**src/hw/rtl/mss_esc_pkg.sv**
```systemverilog
// ----------------------------------------------------------------------------
// mss_esc_pkg: shared types and constants for the stall escalator
// Word layouts of both channels, register indexes, action codes and the
// teleport distance lookup.
// ----------------------------------------------------------------------------
package mss_esc_pkg;

    localparam int SLOT_COUNT = 16;
    localparam int COORD_BITS = 24;
    localparam int SLOT_W     = 4;
    localparam int THR_W      = 16;
    localparam int CNT_W      = 8;
    localparam int TELE_W     = 4;
    localparam int DIST_W     = 11;
    localparam int CFG_IDX_W  = 2;
    localparam int CFG_DATA_W = 8;

    // Per-axis distance magnitude clamp; the threshold always lies below it
    localparam int MAG_W      = 17;
    localparam logic [MAG_W-1:0] DIFF_CLAMP = MAG_W'(65536);

    // Configuration register indexes
    localparam logic [CFG_IDX_W-1:0] CFG_MAX_CHECKS   = CFG_IDX_W'(0);
    localparam logic [CFG_IDX_W-1:0] CFG_MAX_RECOVERY = CFG_IDX_W'(1);

    localparam logic [CNT_W-1:0] MAX_CHECKS_RST   = CNT_W'(5);
    localparam logic [CNT_W-1:0] MAX_RECOVERY_RST = CNT_W'(3);

    // Item functions
    localparam logic FUNC_CHECK = 1'b0;
    localparam logic FUNC_RESET = 1'b1;

    // Result actions
    localparam logic [1:0] ACT_NONE     = 2'd0;
    localparam logic [1:0] ACT_SOFT     = 2'd1;
    localparam logic [1:0] ACT_TELEPORT = 2'd2;

    localparam logic [CNT_W-1:0]  CNT_MAX  = {CNT_W{1'b1}};
    localparam logic [TELE_W-1:0] TELE_MAX = {TELE_W{1'b1}};

    localparam logic [DIST_W-1:0] DIST_FAR  = DIST_W'(2000);
    localparam logic [DIST_W-1:0] DIST_MID  = DIST_W'(1000);
    localparam logic [DIST_W-1:0] DIST_NEAR = DIST_W'(500);
    localparam logic [DIST_W-1:0] DIST_MIN  = DIST_W'(250);

    typedef struct packed {
        logic                         func;
        logic [SLOT_W-1:0]            slot;
        logic                         actor_present;
        logic signed [COORD_BITS-1:0] pos_x;
        logic signed [COORD_BITS-1:0] pos_y;
        logic signed [COORD_BITS-1:0] pos_z;
        logic [THR_W-1:0]             move_threshold;
    } in_word_t;

    typedef struct packed {
        logic [1:0]        action;
        logic [DIST_W-1:0] teleport_distance;
        logic [CNT_W-1:0]  recovery_count;
        logic [CNT_W-1:0]  stall_count;
    } out_word_t;

    // Teleport distance shrinks as teleports pile up
    function automatic logic [DIST_W-1:0] dist_of(logic [TELE_W-1:0] t);
        logic [DIST_W-1:0] d;
        if (t <= TELE_W'(1)) begin
            d = DIST_FAR;
        end else if (t == TELE_W'(2)) begin
            d = DIST_MID;
        end else if (t == TELE_W'(3)) begin
            d = DIST_NEAR;
        end else begin
            d = DIST_MIN;
        end
        return d;
    endfunction

endpackage

```
**src/hw/rtl/multi_slot_stall_escalator_unit.sv**
```systemverilog
// ----------------------------------------------------------------------------
// multi_slot_stall_escalator_unit: per-slot stall detector with escalation
// Tracks the last position and stall/recovery/teleport counters of each
// slot and orders soft recovery or teleport when a slot stops moving.
// ----------------------------------------------------------------------------
//  channel  | direction | handshake          | word
//  ---------+-----------+--------------------+---------------------------
//  s_       | in        | s_valid / s_ready  | in_word_t  (check / reset)
//  m_       | out       | m_valid / m_ready  | out_word_t (action, counts)
//  cfg_     | in        | cfg_wr_en          | cfg_index, cfg_data
//
//  One word per cycle sustained while the result register is not stalled; each
//  result follows its word through the input register and then the result
//  register, which loads once it is free.
//  The rate is set by the read-modify-write of one slot record, written back
//  with the result, so back-to-back words on the same slot see fresh state.
//  Reset clears both valid flags, all slot valid bits and the counters at once.
//  A stalled result register holds, and the input register then fills and
//  drops s_ready.
// ----------------------------------------------------------------------------
module multi_slot_stall_escalator_unit
    import mss_esc_pkg::*;
(
    input  logic                  aclk,
    input  logic                  aresetn,
    input  logic                  s_valid,
    output logic                  s_ready,
    input  in_word_t              s_data,
    output logic                  m_valid,
    input  logic                  m_ready,
    output out_word_t             m_data,
    input  logic                  cfg_wr_en,
    input  logic [CFG_IDX_W-1:0]  cfg_index,
    input  logic [CFG_DATA_W-1:0] cfg_data
);

    localparam int SLOT_IDX_W = (SLOT_COUNT > 1) ? $clog2(SLOT_COUNT) : 1;
    localparam int DIFF_W     = COORD_BITS + 1;
    localparam int SQ_W       = 2 * MAG_W;
    localparam int D2_W       = SQ_W + 2;
    localparam int THR2_W     = 2 * THR_W;

    // Absolute axis difference, clamped so the square stays narrow
    function automatic logic [MAG_W-1:0] clamp_mag(logic [COORD_BITS-1:0] a,
                                                   logic [COORD_BITS-1:0] b);
        logic [DIFF_W-1:0] d;
        logic [DIFF_W-1:0] m;
        logic [MAG_W-1:0]  r;
        d = {a[COORD_BITS-1], a} - {b[COORD_BITS-1], b};
        m = d[DIFF_W-1] ? (~d + DIFF_W'(1)) : d;
        if (m > DIFF_W'(DIFF_CLAMP)) begin
            r = DIFF_CLAMP;
        end else begin
            r = m[MAG_W-1:0];
        end
        return r;
    endfunction

    logic [CNT_W-1:0] max_checks_reg;
    logic [CNT_W-1:0] max_recovery_reg;

    logic      in_valid_reg;
    in_word_t  in_data_reg;
    logic      out_valid_reg;
    out_word_t out_data_reg;

    logic                  slot_valid_reg [SLOT_COUNT];
    logic [COORD_BITS-1:0] last_x_reg     [SLOT_COUNT];
    logic [COORD_BITS-1:0] last_y_reg     [SLOT_COUNT];
    logic [COORD_BITS-1:0] last_z_reg     [SLOT_COUNT];
    logic [CNT_W-1:0]      stalled_reg    [SLOT_COUNT];
    logic [CNT_W-1:0]      recov_reg      [SLOT_COUNT];
    logic [TELE_W-1:0]     tele_reg       [SLOT_COUNT];

    logic                  advance;
    logic                  in_range;
    logic [SLOT_IDX_W-1:0] idx;

    logic                  cur_valid;
    logic [CNT_W-1:0]      cur_stall;
    logic [CNT_W-1:0]      cur_recov;
    logic [TELE_W-1:0]     cur_tele;

    logic [MAG_W-1:0]  mag_x;
    logic [MAG_W-1:0]  mag_y;
    logic [MAG_W-1:0]  mag_z;
    logic [SQ_W-1:0]   sq_x;
    logic [SQ_W-1:0]   sq_y;
    logic [SQ_W-1:0]   sq_z;
    logic [D2_W-1:0]   d2;
    logic [THR2_W-1:0] thr2;
    logic              moved;

    logic              wr_slot;
    logic              wr_pos;
    logic              valid_next;
    logic [CNT_W-1:0]  stall_next;
    logic [CNT_W-1:0]  recov_next;
    logic [TELE_W-1:0] tele_next;
    logic [1:0]        action_next;
    logic [CNT_W-1:0]  stall_inc;
    logic [CNT_W-1:0]  recov_inc;
    out_word_t         out_data_next;

    // Handshake: the work stage moves when the result register is free
    assign advance = in_valid_reg && (!out_valid_reg || m_ready);
    assign s_ready = !in_valid_reg || advance;
    assign m_valid = out_valid_reg;
    assign m_data  = out_data_reg;

    // Configuration registers
    always_ff @(posedge aclk) begin
        if (!aresetn) begin
            max_checks_reg   <= MAX_CHECKS_RST;
            max_recovery_reg <= MAX_RECOVERY_RST;
        end else if (cfg_wr_en) begin
            if (cfg_index == CFG_MAX_CHECKS) begin
                max_checks_reg <= cfg_data[CNT_W-1:0];
            end else if (cfg_index == CFG_MAX_RECOVERY) begin
                max_recovery_reg <= cfg_data[CNT_W-1:0];
            end
        end
    end

    // Input register
    always_ff @(posedge aclk) begin
        if (!aresetn) begin
            in_valid_reg <= 1'b0;
        end else if (s_ready) begin
            in_valid_reg <= s_valid;
        end
    end

    always_ff @(posedge aclk) begin
        if (s_ready && s_valid) begin
            in_data_reg <= s_data;
        end
    end

    // Read the addressed slot record
    assign in_range  = (32'(in_data_reg.slot) < 32'(SLOT_COUNT));
    assign idx       = SLOT_IDX_W'(in_data_reg.slot);
    assign cur_valid = slot_valid_reg[idx];
    assign cur_stall = stalled_reg[idx];
    assign cur_recov = recov_reg[idx];
    assign cur_tele  = tele_reg[idx];

    // Squared distance against squared threshold
    assign mag_x = clamp_mag(in_data_reg.pos_x, last_x_reg[idx]);
    assign mag_y = clamp_mag(in_data_reg.pos_y, last_y_reg[idx]);
    assign mag_z = clamp_mag(in_data_reg.pos_z, last_z_reg[idx]);
    assign sq_x  = SQ_W'(mag_x) * SQ_W'(mag_x);
    assign sq_y  = SQ_W'(mag_y) * SQ_W'(mag_y);
    assign sq_z  = SQ_W'(mag_z) * SQ_W'(mag_z);
    assign d2    = D2_W'(sq_x) + D2_W'(sq_y) + D2_W'(sq_z);
    assign thr2  = THR2_W'(in_data_reg.move_threshold) * THR2_W'(in_data_reg.move_threshold);
    assign moved = (d2 >= D2_W'(thr2));

    assign stall_inc = (cur_stall < CNT_MAX) ? cur_stall + CNT_W'(1) : cur_stall;
    assign recov_inc = (cur_recov < CNT_MAX) ? cur_recov + CNT_W'(1) : cur_recov;

    // Next slot record and action
    always_comb begin
        wr_slot     = 1'b0;
        wr_pos      = 1'b0;
        valid_next  = cur_valid;
        stall_next  = cur_stall;
        recov_next  = cur_recov;
        tele_next   = cur_tele;
        action_next = ACT_NONE;
        if (in_data_reg.func == FUNC_RESET) begin
            wr_slot    = 1'b1;
            wr_pos     = in_data_reg.actor_present;
            valid_next = in_data_reg.actor_present;
            stall_next = '0;
            recov_next = '0;
            tele_next  = '0;
        end else if (in_data_reg.actor_present) begin
            wr_slot    = 1'b1;
            wr_pos     = 1'b1;
            valid_next = 1'b1;
            if (!cur_valid) begin
                stall_next = '0;
                recov_next = '0;
                tele_next  = '0;
            end else if (moved) begin
                stall_next = '0;
                tele_next  = '0;
            end else if (stall_inc >= max_checks_reg) begin
                stall_next = '0;
                if (recov_inc < max_recovery_reg) begin
                    recov_next  = recov_inc;
                    action_next = ACT_SOFT;
                end else begin
                    recov_next  = '0;
                    tele_next   = (cur_tele < TELE_MAX) ? cur_tele + TELE_W'(1) : cur_tele;
                    action_next = ACT_TELEPORT;
                end
            end else begin
                stall_next = stall_inc;
            end
        end

        if (in_range) begin
            out_data_next.action            = action_next;
            out_data_next.teleport_distance = dist_of(tele_next);
            out_data_next.recovery_count    = recov_next;
            out_data_next.stall_count       = stall_next;
        end else begin
            wr_slot                         = 1'b0;
            wr_pos                          = 1'b0;
            out_data_next.action            = ACT_NONE;
            out_data_next.teleport_distance = DIST_FAR;
            out_data_next.recovery_count    = '0;
            out_data_next.stall_count       = '0;
        end
    end

    // Write back the slot record; positions need no reset
    always_ff @(posedge aclk) begin
        if (!aresetn) begin
            for (int i = 0; i < SLOT_COUNT; i++) begin
                slot_valid_reg[i] <= 1'b0;
                stalled_reg[i]    <= '0;
                recov_reg[i]      <= '0;
                tele_reg[i]       <= '0;
            end
        end else if (advance && wr_slot) begin
            slot_valid_reg[idx] <= valid_next;
            stalled_reg[idx]    <= stall_next;
            recov_reg[idx]      <= recov_next;
            tele_reg[idx]       <= tele_next;
        end
    end

    always_ff @(posedge aclk) begin
        if (advance && wr_pos) begin
            last_x_reg[idx] <= in_data_reg.pos_x;
            last_y_reg[idx] <= in_data_reg.pos_y;
            last_z_reg[idx] <= in_data_reg.pos_z;
        end
    end

    // Result register
    always_ff @(posedge aclk) begin
        if (!aresetn) begin
            out_valid_reg <= 1'b0;
        end else if (advance) begin
            out_valid_reg <= 1'b1;
        end else if (m_ready) begin
            out_valid_reg <= 1'b0;
        end
    end

    always_ff @(posedge aclk) begin
        if (advance) begin
            out_data_reg <= out_data_next;
        end
    end

    // A teleport always leaves both counters cleared
    a_teleport_clears: assert property (@(posedge aclk) disable iff (!aresetn)
        (m_valid && m_data.action == ACT_TELEPORT) |->
            (m_data.recovery_count == '0 && m_data.stall_count == '0))
        else $error("teleport result with nonzero counters");

    // A soft recovery clears the stall count and leaves a recovery recorded
    a_soft_counts: assert property (@(posedge aclk) disable iff (!aresetn)
        (m_valid && m_data.action == ACT_SOFT) |->
            (m_data.stall_count == '0 && m_data.recovery_count != '0))
        else $error("soft recovery result with inconsistent counters");

    // Input backpressure only comes from a full, stalled pipeline
    a_ready_cause: assert property (@(posedge aclk) disable iff (!aresetn)
        !s_ready |-> (in_valid_reg && out_valid_reg && !m_ready))
        else $error("s_ready low without a stalled result");

    // Teleport distance is one of the four steps
    a_dist_steps: assert property (@(posedge aclk) disable iff (!aresetn)
        m_valid |-> (m_data.teleport_distance == DIST_FAR ||
                     m_data.teleport_distance == DIST_MID ||
                     m_data.teleport_distance == DIST_NEAR ||
                     m_data.teleport_distance == DIST_MIN))
        else $error("teleport distance off the step table");

endmodule
```
**config.mk**
```make
export PLATFORM = sky130hd
export DESIGN_NAME = multi_slot_stall_escalator_unit
export DESIGN_NICKNAME = d
export VERILOG_FILES = /design/src/hw/rtl/mss_esc_pkg.sv /design/src/hw/rtl/multi_slot_stall_escalator_unit.sv
export SDC_FILE = /design/constraint.sdc
export NUM_CORES = 2
export LEC_CHECK = 0
export ABC_CLOCK_PERIOD_IN_PS = 29700
export BUFFER_PORTS_ARGS = -buffer_cell sky130_fd_sc_hd__buf_2
export CORE_MARGIN = 1
export CORE_UTILIZATION = 60
export DETAILED_ROUTE_END_ITERATION = 12
export PLACE_DENSITY = 0.85
export SLEW_MARGIN = 5
export SYNTH_ARGS = -nofsm -noshare
export SYNTH_HDL_FRONTEND = slang
export SYNTH_SLANG_ARGS = --single-unit
```
**constraint.sdc**
```tcl
create_clock -name aclk -period 29.7 [get_ports aclk]
set_input_delay 2.97 -clock aclk [delete_from_list [all_inputs] [get_ports aclk]]
set_output_delay 2.97 -clock aclk [all_outputs]
set_load 0.01 [all_outputs]
```
* After elaboration in Yosys (flattened, before gate mapping)
Memory sizes are Yosys's and may differ from the RTL's. A register that Yosys moved wholly into a read port is not among the register bits.
Index checks and enable logic that the tools add are counted.
W data, S select, Z words.
** Storage, ports and cells
- Word-level logic and storage cells :: 137
- Memory bits (writable) :: 1488
- Output and inout port bits :: 31
- Bits in registers :: 141
- Input bits :: 109
- Memories kept :: 7
** Cells by class
- Multiplexer cells :: 61
- Equality and inequality tests :: 3
- Bitwise gates (word level) :: 7
- Reduce and logical (&&, ||, !) cells :: 18
- Add/sub/neg operators :: 11
- Multipliers :: 4
- Magnitude comparators :: 10
** Memories
- last_x_reg :: words 16, bits a word 24, read ports 1, clocked after Yosys merged registers in 1, wr ports 1, line multi_slot_stall_escalator_unit.sv:68 : logic [COORD_BITS-1:0] last_x_reg [SLOT_COUNT];
- last_y_reg :: words 16, bits a word 24, read ports 1, clocked after Yosys merged registers in 1, wr ports 1, line multi_slot_stall_escalator_unit.sv:69 : logic [COORD_BITS-1:0] last_y_reg [SLOT_COUNT];
- last_z_reg :: words 16, bits a word 24, read ports 1, clocked after Yosys merged registers in 1, wr ports 1, line multi_slot_stall_escalator_unit.sv:70 : logic [COORD_BITS-1:0] last_z_reg [SLOT_COUNT];
- recov_reg :: words 16, bits a word 8, read ports 1, clocked after Yosys merged registers in 1, wr ports 16, line multi_slot_stall_escalator_unit.sv:72 : logic [CNT_W-1:0] recov_reg [SLOT_COUNT];
- stalled_reg :: words 16, bits a word 8, read ports 1, clocked after Yosys merged registers in 1, wr ports 16, line multi_slot_stall_escalator_unit.sv:71 : logic [CNT_W-1:0] stalled_reg [SLOT_COUNT];
- tele_reg :: words 16, bits a word 4, read ports 1, clocked after Yosys merged registers in 1, wr ports 16, line multi_slot_stall_escalator_unit.sv:73 : logic [TELE_W-1:0] tele_reg [SLOT_COUNT];
- 1 more memories
** Operators by type and width (count)
- $mux W8 :: 15
- $mul A17 B17 Y34 :: 3
- $mux W4 :: 19
- $add A25 B1 Y25 const B :: 3
- $gt A25 B17 Y1 const B :: 3
- $mux W25 :: 3
- $not A25 Y25 :: 3
- $sub A24 B24 Y25 :: 3
- $mux W17 :: 3
- $add A35 B34 Y36 :: 1
- $ge A36 B32 Y1 :: 1
- $add A34 B34 Y35 :: 1
- $mul A16 B16 Y32 :: 1
- $mux W1 :: 18
- $add A8 B1 Y8 const B :: 2
- $lt A8 B8 Y1 const B :: 2
- $reduce_or A8 Y1 :: 2
- $mux W9 :: 1
- $eq A4 B2 Y1 const B :: 2
- $ge A8 B8 Y1 :: 1
- $lt A8 B8 Y1 :: 1
- $mux W6 :: 1
- $reduce_or A5 Y1 :: 1
- $add A4 B1 Y4 const B :: 1
- other kinds (15) :: 23

* Logic depth before layout (Yosys ltp)
- Word-level depth :: 17
- Gate-level depth with buffers :: 76
- Depth with buffers taken out :: 60

* Least setup slack after synthesis
OpenSTA, ideal clock, no wires.
- Kind :: register to register
- From :: register (tool-made name)
- To :: memory recov_reg[0][0], data pin
- Cell stages (with the launch flop) :: 63
- Period minus slack after synthesis :: 18.469 ns
- Data required time :: 29.434 ns
- Arrival :: 18.203 ns
- Path buffers :: 13
- Setup slack :: 11.231 ns
- Library setup time :: 0.266 ns
- Cell sequence :: dfxtp_1 buf_2 buf_1 buf_2 buf_2 buf_2 clkbuf_1 buf_2 buf_1 mux4_2 mux4_2 ha_1 fa_1 xor2_1 nand3_1 or3_1 or4_4 or4_1 (+27 left out) o21ai_0 a21boi_0 xnor2_1 ha_1 a21o_1 a21o_1 a21oi_1 o21ai_0 nand3_1 o311ai_0 o21ai_0 o211ai_1 nor3_1 nand2_1 o211a_1 a221oi_1 clkbuf_1 nor2_1
** RTL lines (line)
- end, declared :: multi_slot_stall_escalator_unit.sv:72

==> metrics.log <==
[metrics] critical path's top delay family: adder cells
[metrics] filler cell count in the final layout: about 11000
[metrics] outcome: completed
[metrics] final hold violation count: 0
[metrics] clock skew: 0.0806 ns
[metrics] Crit Path Category: reg2reg
[metrics] number of instances in the synthesized netlist: 7695
[metrics] maximum buffer depth of the clock tree: 3
[metrics] Starting Density: roughly three fifths
[metrics] Buf/Inv on CP: 8
[metrics] power density over the cells: approximately 81 nW/um^2
[metrics] Detail Route Antenna Nets: 0
[metrics] Inst Count DP: approximately 10000
[metrics] Highest Clock Rate: about 0.049 GHz
[metrics] source-to-sink clock delay at the later pin of the worst-skew pair: ~0.85 ns
[metrics] worst setup timing slack at the placement stage: between 9 and 10 ns
[metrics] Hold Startpoint: slot_valid_reg[13]
[metrics] Peak supply drop: 0.180 mV
[metrics] Post-synth EDFFs: 1592
[metrics] First-pass DRT Iterations: 8
[metrics] Largest stage delay, worst path: approximately 0.86 ns
[metrics] minimum period implied by the final worst setup slack: slightly above 20 ns
[metrics] Hold/Removal Path Class: reg2reg
[metrics] Power Internal: approximately 0.0054 W
[metrics] met2 Use GR: between 50% and 60%
[metrics] wire length of the first global-routing pass: approximately 420000 microns
[metrics] detailed placement HPWL: 185000 microns
[metrics] final standard cell count with taps included and fillers excluded: a little over 10000
[metrics] Via-to-Cell Ratio: between 6 and 7
[metrics] most frequent cells in the layout: sky130_fd_sc_hd__edfxtp_1, sky130_fd_sc_hd__inv_1, sky130_fd_sc_hd__fa_1
[metrics] total CTS buffers: roughly 160
[metrics] Resize count post-CTS: 0
[metrics] count of nets after finishing: ~9400
[metrics] post-route clock period utilization: just under 70%
[metrics] CTS tree: done
[metrics] total via count in the routed design: 65400
[metrics] Die X-Extent: between 400 and 500 microns
[metrics] part of the total power dissipated in combinational logic: 48.4%
[metrics] nature of the critical path startpoint: flop
[metrics] fraction of layout instances using a drive strength above 1: 13.7%
[metrics] Final setup viols: 0
[metrics] leading register cell type out of synthesis: sky130_fd_sc_hd__edfxtp_1
[metrics] net switching fraction of the power: 40.7%
[metrics] H-Tree Depth: 4
[metrics] CTS root buf: sky130_fd_sc_hd__clkbuf_16
[metrics] register bit total from synthesis: between 1500 and 2000
[metrics] post-synth design cell area: 103000 sq um
[metrics] Slew HR: 11.0%
[metrics] kind of capture point of the worst setup path: flop
[metrics] mean cell area of the mapped netlist: about 13 sq um
[metrics] leakage dissipation: about 46 nW
[metrics] max_cap viols: 0
[metrics] highest-delay cell along the critical path: sky130_fd_sc_hd__buf_4
[metrics] DRT Wirelength: between 200000 and 300000 microns
[metrics] Flop pwr share: 28.6%
[metrics] share of async-settable or async-resettable flops after synthesis: 0%
[metrics] core footprint: around 170000 sq um
[metrics] worst hold margin: approximately 0.48 ns
[metrics] Final TNS setup: 0 ns
[metrics] all-layer global routing usage: between 30% and 40%
[metrics] global-route layer with the greatest usage: met2
[metrics] maximum fanout along the worst path: about 100
[metrics] met3 Resource Use GR: 6.52%
[metrics] total net switching power: between 0.003 and 0.004 W
[metrics] global routing met1 resource utilization: between 40 and 50%
[metrics] vias in the first global route: slightly below 70000
[metrics] remaining routing DRC violations: 0
[metrics] dominant cell type by count on the critical path: sky130_fd_sc_hd__fa_1
[metrics] cell count of the worst hold path: 2
[metrics] clock transition at the register clock pins on the worst setup and hold paths after CTS: roughly 0.060 ns
[metrics] pin count of the biggest net entering global routing: between 100 and 150
[metrics] total of buffers placed on input and output ports: 136
[metrics] number of buffers added for setup after CTS: 0
[metrics] violation count after the first detailed-route iteration: 8196
[metrics] total die area: between 150000 and 200000 sq um
[metrics] die height: 417 microns
[metrics] capturing point of the worst reg2reg path: recov_reg[5][7]
[metrics] register-to-register path setup slack: around 9.3 ns
[metrics] Yosys warnings: 0
[metrics] Routed wire per std cell: about 27 microns
[metrics] number of sinks on the clock net: roughly 1600
[metrics] total of hold buffers inserted after clock tree synthesis: 0
[metrics] WP data arrival: between 20 and 25 ns
[metrics] placed standard-cell area: ~110000 sq um
[metrics] commonest non-fill, non-tap cell in the layout: sky130_fd_sc_hd__edfxtp_1
[metrics] unrepaired setup endpoints after global routing: no
[metrics] Hold EP: slot_valid_reg[13]
[metrics] final non-filler cell area: between 100000 and 150000 sq um
[metrics] initial antenna violation count: 5
[metrics] fraction of power consumed by the clock network: a little under a quarter
[metrics] Slew @ Worst Pin: between 1 and 1.5 ns
[metrics] area overhead of the layout relative to synthesis: 9.00%
[metrics] number of pins exceeding their max-slew limit in the final report: 0
[metrics] aggregate global routing overflow: 0
[metrics] ports placed on the boundary: 140
[metrics] data required time of the critical path: 30.38 ns
[metrics] setup ws final: between 9 and 10 ns
[metrics] standard-cell row count: about 150
[metrics] r2r worst-path depth: just under 60
[metrics] sequential area share after synthesis: 46.9%
[metrics] routability congestion estimate from global placement: 1.06
[metrics] library cells used by synthesis: 94
[layer usage]
| metal | part of all wire, % | up-vias |
|---|---|---|
| li1 | - | 27100 |
| met4 | 7.3 | 2 |
| met2 | 48 | 4404 |
| met5 | 0.0064 | - |
| met3 | 11 | 1013 |
| met1 | 34 | 32900 |
[per-stage QoR]
step                power [W]  util [%]
floorplan             0.00555         -
global placement      0.00684      62.6
detailed placement    0.00694      62.6
CTS                   0.00906      65.8
global route          0.00963      65.8
finish                0.00913      65.8
[cells by family after synthesis]
group	synth area share [%]
AND/OR/NAND/NOR	7.69
buffers and inverters	6.10
XOR/XNOR	1.50
adder cells (fa/ha/maj)	22.9
flip-flops	46.9
multiplexers	10.4
AO/OA/AOI/OAI	4.43
other	0.00726
[synth_stat cells, types with 18 or more instances]
master	number	area share [%]
sky130_fd_sc_hd__inv_1	1320	4.8
sky130_fd_sc_hd__a211oi_1	32	0.23
sky130_fd_sc_hd__dfxtp_1	38	0.74
sky130_fd_sc_hd__a21oi_1	166	0.80
sky130_fd_sc_hd__mux2i_1	19	0.18
sky130_fd_sc_hd__ha_1	501	6.1
sky130_fd_sc_hd__or3_1	97	0.59
sky130_fd_sc_hd__fa_1	871	17
sky130_fd_sc_hd__clkbuf_1	243	0.88
sky130_fd_sc_hd__o211ai_1	26	0.19
sky130_fd_sc_hd__a21o_1	86	0.62
sky130_fd_sc_hd__o21ai_0	104	0.50
sky130_fd_sc_hd__edfxtp_1	1592	46
sky130_fd_sc_hd__inv_2	30	0.11
sky130_fd_sc_hd__and3_1	54	0.33
sky130_fd_sc_hd__xor2_1	62	0.52
sky130_fd_sc_hd__o21a_1	35	0.25
sky130_fd_sc_hd__or2_2	19	0.11
sky130_fd_sc_hd__nand2b_1	50	0.30
sky130_fd_sc_hd__nand3_1	90	0.44
sky130_fd_sc_hd__nand3b_1	18	0.13
sky130_fd_sc_hd__buf_2	26	0.13
sky130_fd_sc_hd__nand4_1	34	0.21
sky130_fd_sc_hd__mux4_2	463	10
sky130_fd_sc_hd__nor2b_1	57	0.34
sky130_fd_sc_hd__and2_1	81	0.49
sky130_fd_sc_hd__a31oi_1	33	0.20
sky130_fd_sc_hd__nand2_1	328	1.2
sky130_fd_sc_hd__xnor2_1	115	0.97
sky130_fd_sc_hd__or2_1	21	0.13
sky130_fd_sc_hd__buf_1	41	0.15
sky130_fd_sc_hd__nor2_1	652	2.4
sky130_fd_sc_hd__nor3_1	99	0.48
[how the worst max path moves through the flow]
stage | endpoint | startpoint | cells past startpoint
4_1_cts | recov_reg[5][7] | flop | 54
3_5_place_dp | m_data[18] | flop | 53
3_3_place_gp | recov_reg[6][1] | flop | 53
6_report | recov_reg[5][7] | flop | 59
2_1_floorplan | recov_reg[0][0] | flop | 62
5_1_grt | tele_reg[6][1] | flop | 54
[power groups by stage]
stage | combinational (W) | clock, W | sequential (W)
after floorplan | 0.00292 | 0 | 0.00263
after global placement | 0.00419 | 0 | 0.00265
after detailed placement | 0.00429 | 0 | 0.00266
after CTS | 0.00433 | 0.00212 | 0.00261
after global routing | 0.00482 | 0.00220 | 0.00261
final | 0.00442 | 0.00210 | 0.00261
[worst register-to-register path: cells and delay by family, from the launching register on]
kind / cells / cell delay (ns)
adders and majority gates: 13 / 5.79
and+or+nand+nor: 13 / 4.86
AOI/OAI and AO/OA: 20 / 4.11
buffers and inverters: 8 / 2.47
muxes: 3 / 1.44
DFF: 1 / 0.82
xor gates and xnor gates: 2 / 0.79
[area by class of cell]
type	count	area [sq um]	share of cell area, %
sequential	1630	48600	43.1
tap	2310	2890	2.56
antenna	2	5.00	0.00444
multi-input combinational	4483	49100	43.5
inverter	1350	5080	4.50
timing repair buffer	270	1720	1.53
clock inverter	96	1200	1.06
clock buffer	202	4230	3.75
No activity file was read; power rests on OpenSTA's default activity.
